--- src/mtfs_pkg.sv ---
// shared types and constants of the midtone stretch unit
`default_nettype none
package mtfs_pkg;
    localparam int NUM_W = 48;
    localparam int DEN_W = 36;
    localparam int SUM_W = 40;

    typedef enum logic [1:0] {
        MODE_ACC   = 2'd0,
        MODE_AUTO  = 2'd1,
        MODE_SQRT  = 2'd2,
        MODE_CLEAR = 2'd3
    } mode_t;

    typedef enum logic [6:0] {
        ST_IDLE = 7'b0000001,
        ST_MDIV = 7'b0000010,
        ST_MULT = 7'b0000100,
        ST_CALC = 7'b0001000,
        ST_QDIV = 7'b0010000,
        ST_SQRT = 7'b0100000,
        ST_FIN  = 7'b1000000
    } state_t;
endpackage
`default_nettype wire

--- src/mtfs_div.sv ---
// bit-serial restoring divider, one quotient bit per cycle
`default_nettype none
module mtfs_div (
    input  wire logic                       clk,
    input  wire logic                       rst_n,
    input  wire logic                       start,
    input  wire logic [mtfs_pkg::NUM_W-1:0] num,
    input  wire logic [mtfs_pkg::DEN_W-1:0] den,
    output logic                            done,
    output logic [mtfs_pkg::NUM_W-1:0]      quot
);
    import mtfs_pkg::*;
    localparam int CNT_W = $clog2(NUM_W + 1);

    logic [NUM_W-1:0] num_reg, num_next;
    logic [NUM_W-1:0] quot_reg, quot_next;
    logic [DEN_W-1:0] den_reg, den_next;
    logic [DEN_W-1:0] rem_reg, rem_next;
    logic [CNT_W-1:0] cnt_reg, cnt_next;
    logic             busy_reg, busy_next;
    logic             done_reg, done_next;
    logic [DEN_W:0]   trial;
    logic [DEN_W:0]   diff;
    logic             ge;

    // one restoring step
    always_comb
    begin
        trial = {rem_reg, num_reg[NUM_W-1]};
        diff  = trial - {1'b0, den_reg};
        ge    = trial >= {1'b0, den_reg};
    end

    // iteration control
    always_comb
    begin
        num_next  = num_reg;
        quot_next = quot_reg;
        den_next  = den_reg;
        rem_next  = rem_reg;
        cnt_next  = cnt_reg;
        busy_next = busy_reg;
        done_next = 1'b0;
        if (start)
        begin
            num_next  = num;
            den_next  = den;
            rem_next  = '0;
            quot_next = '0;
            cnt_next  = '0;
            busy_next = 1'b1;
        end
        else if (busy_reg)
        begin
            num_next  = {num_reg[NUM_W-2:0], 1'b0};
            quot_next = {quot_reg[NUM_W-2:0], ge};
            rem_next  = ge ? diff[DEN_W-1:0] : trial[DEN_W-1:0];
            cnt_next  = cnt_reg + 1'b1;
            if (cnt_reg == CNT_W'(NUM_W - 1))
            begin
                busy_next = 1'b0;
                done_next = 1'b1;
            end
        end
    end

    always_ff @(posedge clk or negedge rst_n)
    begin
        if (!rst_n)
        begin
            busy_reg <= 1'b0;
            done_reg <= 1'b0;
            cnt_reg  <= '0;
        end
        else
        begin
            busy_reg <= busy_next;
            done_reg <= done_next;
            cnt_reg  <= cnt_next;
        end
    end

    always_ff @(posedge clk)
    begin
        num_reg  <= num_next;
        quot_reg <= quot_next;
        den_reg  <= den_next;
        rem_reg  <= rem_next;
    end

    assign done = done_reg;
    assign quot = quot_reg;
endmodule
`default_nettype wire

--- src/midtone_autostretch_pixel_unit.sv ---
// Order: accumulate and clear finish at acceptance; square root: ST_SQRT, ST_FIN;
// autostretch: ST_MDIV (mean divide), ST_MULT (serial multiply), ST_CALC (setup),
// ST_QDIV (quotient divide), ST_FIN (output); zero tally or bad channel skips to ST_FIN,
// zero denominator from ST_CALC. One item at a time; next request taken the cycle after
// the result loads, later while a result waits.
// Reset: asynchronous active low, clears channel sums, tallies and control state.
`default_nettype none
module midtone_autostretch_pixel_unit #(
    parameter int CHANNELS   = 3,
    parameter int TALLY_BITS = 24
) (
    input  wire logic        clk,
    input  wire logic        rst_n,
    input  wire logic        in_valid,
    output logic             in_ready,
    input  wire logic [1:0]  mode,
    input  wire logic [1:0]  channel,
    input  wire logic [15:0] pixel,
    output logic             out_valid,
    input  wire logic        out_ready,
    output logic [15:0]      stretched,
    output logic [1:0]       out_channel
);
    import mtfs_pkg::*;
    localparam int CH_IDX_W = (CHANNELS > 1) ? $clog2(CHANNELS) : 1;

    state_t              state_reg, state_next;
    logic [SUM_W-1:0]    sum_reg [CHANNELS];
    logic [TALLY_BITS-1:0] tally_reg [CHANNELS];
    logic [1:0]          ch_reg, ch_next;
    logic [15:0]         pix_reg, pix_next;
    logic [15:0]         mean_reg, mean_next;
    logic [31:0]         prod_reg, prod_next;
    logic [31:0]         mcand_reg, mcand_next;
    logic [15:0]         mplier_reg, mplier_next;
    logic [3:0]          cnt_reg, cnt_next;
    logic [15:0]         res_reg, res_next;
    logic [31:0]         sq_val_reg, sq_val_next;
    logic [18:0]         sq_rem_reg, sq_rem_next;
    logic [15:0]         sq_root_reg, sq_root_next;
    logic                out_valid_reg, out_valid_next;
    logic [15:0]         out_data_reg, out_data_next;
    logic [1:0]          out_ch_reg, out_ch_next;

    logic                accept;
    logic [CH_IDX_W-1:0] ch_idx;
    logic                ch_ok;
    logic [SUM_W:0]      sum_add;
    logic                div_start;
    logic [NUM_W-1:0]    div_num;
    logic [DEN_W-1:0]    div_den;
    logic                div_done;
    logic [NUM_W-1:0]    div_quot;
    logic [31:0]         p65535;
    logic [31:0]         t_val;
    logic [NUM_W-1:0]    n_val;
    logic [37:0]         d_val;
    logic                d_pos;
    logic [18:0]         sq_trial_rem;
    logic [18:0]         sq_trial;
    logic                sq_ge;

    assign accept   = in_valid && in_ready;
    assign in_ready = (state_reg == ST_IDLE);
    assign ch_idx   = channel[CH_IDX_W-1:0];
    assign ch_ok    = channel < CHANNELS;
    assign sum_add  = {1'b0, sum_reg[ch_idx]} + (SUM_W + 1)'(pixel);

    // numerator and denominator of the rational transfer function
    always_comb
    begin
        p65535 = {pix_reg, 16'h0} - {16'h0, pix_reg};
        t_val  = p65535 - prod_reg;
        n_val  = {t_val, 16'h0} - {16'h0, t_val};
        d_val  = {4'b0, mean_reg, 18'b0} - {20'b0, mean_reg, 2'b0}
               - ({4'b0, prod_reg, 2'b0} + {6'b0, prod_reg})
               + {6'b0, p65535};
        d_pos  = !d_val[37] && (d_val != '0);
    end

    // square root step, two radicand bits per cycle
    always_comb
    begin
        sq_trial_rem = {sq_rem_reg[16:0], sq_val_reg[31:30]};
        sq_trial     = {1'b0, sq_root_reg, 2'b01};
        sq_ge        = sq_trial_rem >= sq_trial;
    end

    // sequencer
    always_comb
    begin
        state_next   = state_reg;
        ch_next      = ch_reg;
        pix_next     = pix_reg;
        mean_next    = mean_reg;
        prod_next    = prod_reg;
        mcand_next   = mcand_reg;
        mplier_next  = mplier_reg;
        cnt_next     = cnt_reg;
        res_next     = res_reg;
        sq_val_next  = sq_val_reg;
        sq_rem_next  = sq_rem_reg;
        sq_root_next = sq_root_reg;
        div_start    = 1'b0;
        div_num      = NUM_W'(sum_reg[ch_idx]);
        div_den      = DEN_W'(tally_reg[ch_idx]);
        case (state_reg)
            ST_IDLE:
            begin
                if (accept)
                begin
                    ch_next  = channel;
                    pix_next = pixel;
                    if (mode == MODE_AUTO)
                    begin
                        if (!ch_ok || tally_reg[ch_idx] == '0)
                        begin
                            res_next   = '0;
                            state_next = ST_FIN;
                        end
                        else
                        begin
                            div_start  = 1'b1;
                            state_next = ST_MDIV;
                        end
                    end
                    else if (mode == MODE_SQRT)
                    begin
                        sq_val_next  = {pixel, 16'h0} - {16'h0, pixel};
                        sq_rem_next  = '0;
                        sq_root_next = '0;
                        cnt_next     = '0;
                        state_next   = ST_SQRT;
                    end
                end
            end
            ST_MDIV:
            begin
                if (div_done)
                begin
                    mean_next   = (div_quot > NUM_W'(16'hFFFF)) ? 16'hFFFF : div_quot[15:0];
                    mcand_next  = (div_quot > NUM_W'(16'hFFFF)) ? 32'h0000FFFF
                                                               : {16'h0, div_quot[15:0]};
                    mplier_next = pix_reg;
                    prod_next   = '0;
                    cnt_next    = '0;
                    state_next  = ST_MULT;
                end
            end
            ST_MULT:
            begin
                if (mplier_reg[0])
                begin
                    prod_next = prod_reg + mcand_reg;
                end
                mcand_next  = {mcand_reg[30:0], 1'b0};
                mplier_next = {1'b0, mplier_reg[15:1]};
                cnt_next    = cnt_reg + 1'b1;
                if (cnt_reg == 4'd15)
                begin
                    state_next = ST_CALC;
                end
            end
            ST_CALC:
            begin
                if (d_pos)
                begin
                    div_start  = 1'b1;
                    div_num    = n_val;
                    div_den    = d_val[DEN_W-1:0];
                    state_next = ST_QDIV;
                end
                else
                begin
                    res_next   = '0;
                    state_next = ST_FIN;
                end
            end
            ST_QDIV:
            begin
                if (div_done)
                begin
                    res_next   = (div_quot > NUM_W'(16'hFFFF)) ? 16'hFFFF : div_quot[15:0];
                    state_next = ST_FIN;
                end
            end
            ST_SQRT:
            begin
                sq_val_next  = {sq_val_reg[29:0], 2'b00};
                sq_rem_next  = sq_ge ? (sq_trial_rem - sq_trial) : sq_trial_rem;
                sq_root_next = {sq_root_reg[14:0], sq_ge};
                cnt_next     = cnt_reg + 1'b1;
                if (cnt_reg == 4'd15)
                begin
                    res_next   = {sq_root_reg[14:0], sq_ge};
                    state_next = ST_FIN;
                end
            end
            ST_FIN:
            begin
                if (!out_valid_reg || out_ready)
                begin
                    state_next = ST_IDLE;
                end
            end
            default:
            begin
                state_next = ST_IDLE;
            end
        endcase
    end

    // output register
    always_comb
    begin
        out_valid_next = out_valid_reg;
        out_data_next  = out_data_reg;
        out_ch_next    = out_ch_reg;
        if (out_valid_reg && out_ready)
        begin
            out_valid_next = 1'b0;
        end
        if (state_reg == ST_FIN && (!out_valid_reg || out_ready))
        begin
            out_valid_next = 1'b1;
            out_data_next  = res_reg;
            out_ch_next    = ch_reg;
        end
    end

    // channel statistics
    always_ff @(posedge clk or negedge rst_n)
    begin
        if (!rst_n)
        begin
            for (int c = 0; c < CHANNELS; c++)
            begin
                sum_reg[c]   <= '0;
                tally_reg[c] <= '0;
            end
        end
        else if (accept && mode == MODE_CLEAR)
        begin
            for (int c = 0; c < CHANNELS; c++)
            begin
                sum_reg[c]   <= '0;
                tally_reg[c] <= '0;
            end
        end
        else if (accept && mode == MODE_ACC && ch_ok)
        begin
            sum_reg[ch_idx] <= sum_add[SUM_W] ? '1 : sum_add[SUM_W-1:0];
            if (tally_reg[ch_idx] != '1)
            begin
                tally_reg[ch_idx] <= tally_reg[ch_idx] + 1'b1;
            end
        end
    end

    // control registers
    always_ff @(posedge clk or negedge rst_n)
    begin
        if (!rst_n)
        begin
            state_reg     <= ST_IDLE;
            out_valid_reg <= 1'b0;
            cnt_reg       <= '0;
        end
        else
        begin
            state_reg     <= state_next;
            out_valid_reg <= out_valid_next;
            cnt_reg       <= cnt_next;
        end
    end

    // datapath registers
    always_ff @(posedge clk)
    begin
        ch_reg       <= ch_next;
        pix_reg      <= pix_next;
        mean_reg     <= mean_next;
        prod_reg     <= prod_next;
        mcand_reg    <= mcand_next;
        mplier_reg   <= mplier_next;
        res_reg      <= res_next;
        sq_val_reg   <= sq_val_next;
        sq_rem_reg   <= sq_rem_next;
        sq_root_reg  <= sq_root_next;
        out_data_reg <= out_data_next;
        out_ch_reg   <= out_ch_next;
    end

    mtfs_div u_div (
        .clk   (clk),
        .rst_n (rst_n),
        .start (div_start),
        .num   (div_num),
        .den   (div_den),
        .done  (div_done),
        .quot  (div_quot)
    );

    assign out_valid   = out_valid_reg;
    assign stretched   = out_data_reg;
    assign out_channel = out_ch_reg;
endmodule
`default_nettype wire

--- config.mk ---
export PLATFORM = sky130hd
export DESIGN_NAME = midtone_autostretch_pixel_unit
export DESIGN_NICKNAME = d
export VERILOG_FILES = /design/src/mtfs_pkg.sv /design/src/mtfs_div.sv /design/src/midtone_autostretch_pixel_unit.sv
export SDC_FILE = /design/constraint.sdc
export NUM_CORES = 2
export LEC_CHECK = 0
export ABC_AREA = 1
export BUFFER_PORTS_ARGS = -buffer_cell sky130_fd_sc_hd__buf_4
export CORE_AREA = 2 2 291 407
export CTS_CLUSTER_SIZE = 40
export DETAILED_ROUTE_END_ITERATION = 8
export DIE_AREA = 0 0 293 409
export MAX_ROUTING_LAYER = met4
export PLACE_DENSITY = 0.49
export SLEW_MARGIN = 15
export SYNTH_ARGS = -nofsm -noshare
export SYNTH_HDL_FRONTEND = slang
export SYNTH_HIERARCHICAL = 1
export SYNTH_SLANG_ARGS = --single-unit
--- constraint.sdc ---
create_clock -name clk -period 10.7 [get_ports clk]
set_input_delay 3.21 -clock clk [delete_from_list [all_inputs] [get_ports clk]]
set_output_delay 3.21 -clock clk [all_outputs]
set_load 0.02 [all_outputs]
==> run summary <==
dominant synthesized flop cell -> edfxtp_1
outcome -> finished, final reports clean
Avg WL per Cell -> 19.6 µm
fill cell count -> 12,391
CP arrival -> 8.83 ns
Worst-Skew Late Latency -> 0.66 ns
Core Area -> 0.116 mm²
Clock Sinks -> 593
Post-synth ARST share -> 35.8%
Layout area overhead -> 9.47%
Critical Path Fanout Max -> 82
final setup vio count -> 0
Rel. slew slack -> 29.9%
critical path type -> reg -> reg
Hold Path Class -> reg -> reg
FMAX -> 119 MHz
Simple-Gate Fraction of Synth Area -> 30.2%
Overflow after GRT -> 0
multiplexer area fraction after synthesis -> 0%
synth warn -> 6
CTS H-tree lvls -> 3
Vias -> 40,494
number of synthesized flops with an enable pin -> 297
Synth cell types -> 74
Worst Skew -> 0.0258 ns
die area -> 0.120 mm²
Slowest cell on crit path -> buf_4
adder-cell share of the synthesized area -> 8.06%
Final period util -> 78.8%
compound-cell area share of the yosys netlist -> 11.1%
die width -> 293 µm
startpoint types -> register
global-route wire length before repair -> 238,000 µm
wirelength, routed -> 154,000 µm
crit-path leading delay family -> simple AND/OR/NAND/NOR gates
WHS -> 0.421 ns
Cell Pwr Density -> 264 mW/mm²
Post-CTS Hold Buffers -> 0
share of layout cells above drive strength 1 -> 4.33%
initial core utilization -> 37.8%
drt drc -> 0
Vias/cell -> 5.16
#FFs+latches synth -> 593
Mean Syn Cell Area -> 6.98 µm²
DPL Wire Length -> 121,000 µm
max-cap check violation count -> 0
slowest stage delay, CP -> 0.73 ns
Global Route Usage Sum -> 26.3%
main combinational cell family by area after synthesis -> simple AND/OR/NAND/NOR gates
initial drt markers -> 2,631
final critical-path required period -> 8.43 ns
GPL Wtd Cong -> 0.964
Cell Area, Synth -> 0.0439 mm²
initial antenna violation count -> 0
post-synthesis sequential area ratio -> 36.3%
critical path endpoint category -> register
CTS Root Cell -> clkbuf_16
IO buf count -> 43
Final Util -> 41.3%
unrepaired setup endpoints after global routing -> no
Final TNS setup -> 0 ns
Die Ht -> 409 µm
number of buffers created by CTS -> 70
Resize count post-CTS -> 0
fin nets -> 6,583
WP data required -> 11.10 ns
XOR/XNOR Fraction of Synth Area -> 3.69%
Setup Fix Bufs, Post-CTS -> 0
Hold Fails Final Rpt -> 0
clk slew on worst S/H paths -> 0.06 ns
Worst VDD drop -> 0.000141 V
Critical path buffers and inverters -> 5
commonest non-fill, non-tap cell in the layout -> nand2_1
leak pwr -> 0.0237 µW
Clock Tree Buf Depth -> 3
Initial DRT Pass Iterations -> 7
antenna-violating nets left -> 0
Max Slew Vio Count -> 0
most frequent CP cell -> nand2_1
I/O Pins -> 44
diode count -> 0
max reg flops -> 120
CTS tree -> built
number of global-route vias before repair -> 39,936
most frequent cells in the layout -> 2,005 x nand2_1, 1,033 x inv_1, 567 x nor2_1, 334 x nand3_1, 297 x edfxtp_1
Row Count -> 148
largest net degree at the start of global routing -> 99
measured slew at the worst slew-check pin -> 1.05 ns
gate count of the mapped netlist -> 6,286
report_power, final:
group	leakage (µW)	total [µW]	switching, µW	internal, µW
registers	0.00632	3690	342	3350
logic	0.0162	6550	4560	1980
clock network	0.00113	2450	1030	1420
cell families after synthesis:
group / count (synthesis)
xor gates and xnor gates: 185
and+or+nand+nor: 3204
adders and majority gates: 261
buffers and inverters: 1197
other: 1
DFF: 593
AOI/OAI and AO/OA: 845
per-layer routing:
metal / share of wire (%) / global-route usage [%]
met2: 50 / 45.9
met1: 43 / 31.8
met3: 3.2 / 2.21
met4: 3.6 / 9.38
met5: 0 / -
synthesized netlist by cell type, types with 11 or more instances:
cell type / number / area share (%)
nand2_1: 2007 / 17
inv_1: 1036 / 8.9
nor2_1: 573 / 4.9
nand3_1: 334 / 3.8
edfxtp_1: 297 / 20
a21oi_1: 261 / 3.0
o21ai_0: 237 / 2.7
ha_1: 225 / 6.4
dfrtp_1: 211 / 12
xor2_1: 132 / 2.6
o22ai_1: 113 / 1.6
nand4_1: 91 / 1.3
dfxtp_1: 84 / 3.8
clkbuf_1: 75 / 0.64
nor3_1: 73 / 0.83
o21ai_1: 61 / 0.70
xnor2_1: 53 / 1.1
fa_1: 36 / 1.6
a22oi_1: 28 / 0.48
nor4_1: 28 / 0.40
nand3b_1: 26 / 0.45
a31oi_1: 24 / 0.34
buf_4: 22 / 0.38
buf_2: 20 / 0.23
o21a_1: 20 / 0.34
o21bai_1: 20 / 0.34
o221ai_1: 19 / 0.38
inv_2: 15 / 0.13
nand2_2: 15 / 0.21
buf_1: 11 / 0.094
nor2_2: 11 / 0.16
or2_2: 11 / 0.16
final cells by class:
cell class | instances | area (µm²) | share of cell area, %
Sequential cell | 593 | 15900 | 33.1
Clock buffer | 93 | 1940 | 4.04
Timing Repair Buffer | 78 | 601 | 1.25
Multi-Input combinational cell | 4497 | 23300 | 48.6
Clock inverter | 35 | 390 | 0.813
Tap cell | 1500 | 1880 | 3.91
Inverter | 1058 | 3980 | 8.28
path summary, 6_finish.rpt:
path	end	start	depth (start not counted)	slack, ns
setup reg to reg	u_div/den_reg[0]	prod_reg[1]	36	2.27
hold / removal	stretched[4]	res_reg[4]	0	0.42
setup / recovery	u_div/den_reg[0]	prod_reg[1]	36	2.27
min in group asynchronous	sum_reg[30]	rst_n	1	2.56
max in group asynchronous	cnt_reg[1]	rst_n	3	6.12
hold reg to reg	stretched[4]	res_reg[4]	0	0.42
per-stage QoR:
step / area [µm²] / cells / total power (µW) / worst slack [ns]
after floorplan: 43900 / 6287 / 8180 / 2.88
after global placement: 45700 / 7725 / 10300 / 2.35
after detailed placement: 45700 / 7726 / 10300 / 2.33
after CTS: 48000 / 7854 / 12800 / 2.30
after global routing: 48000 / 7854 / 13800 / 1.66
final: 48000 / 7854 / 12700 / 2.27
Power figures use the tool's default switching activity.
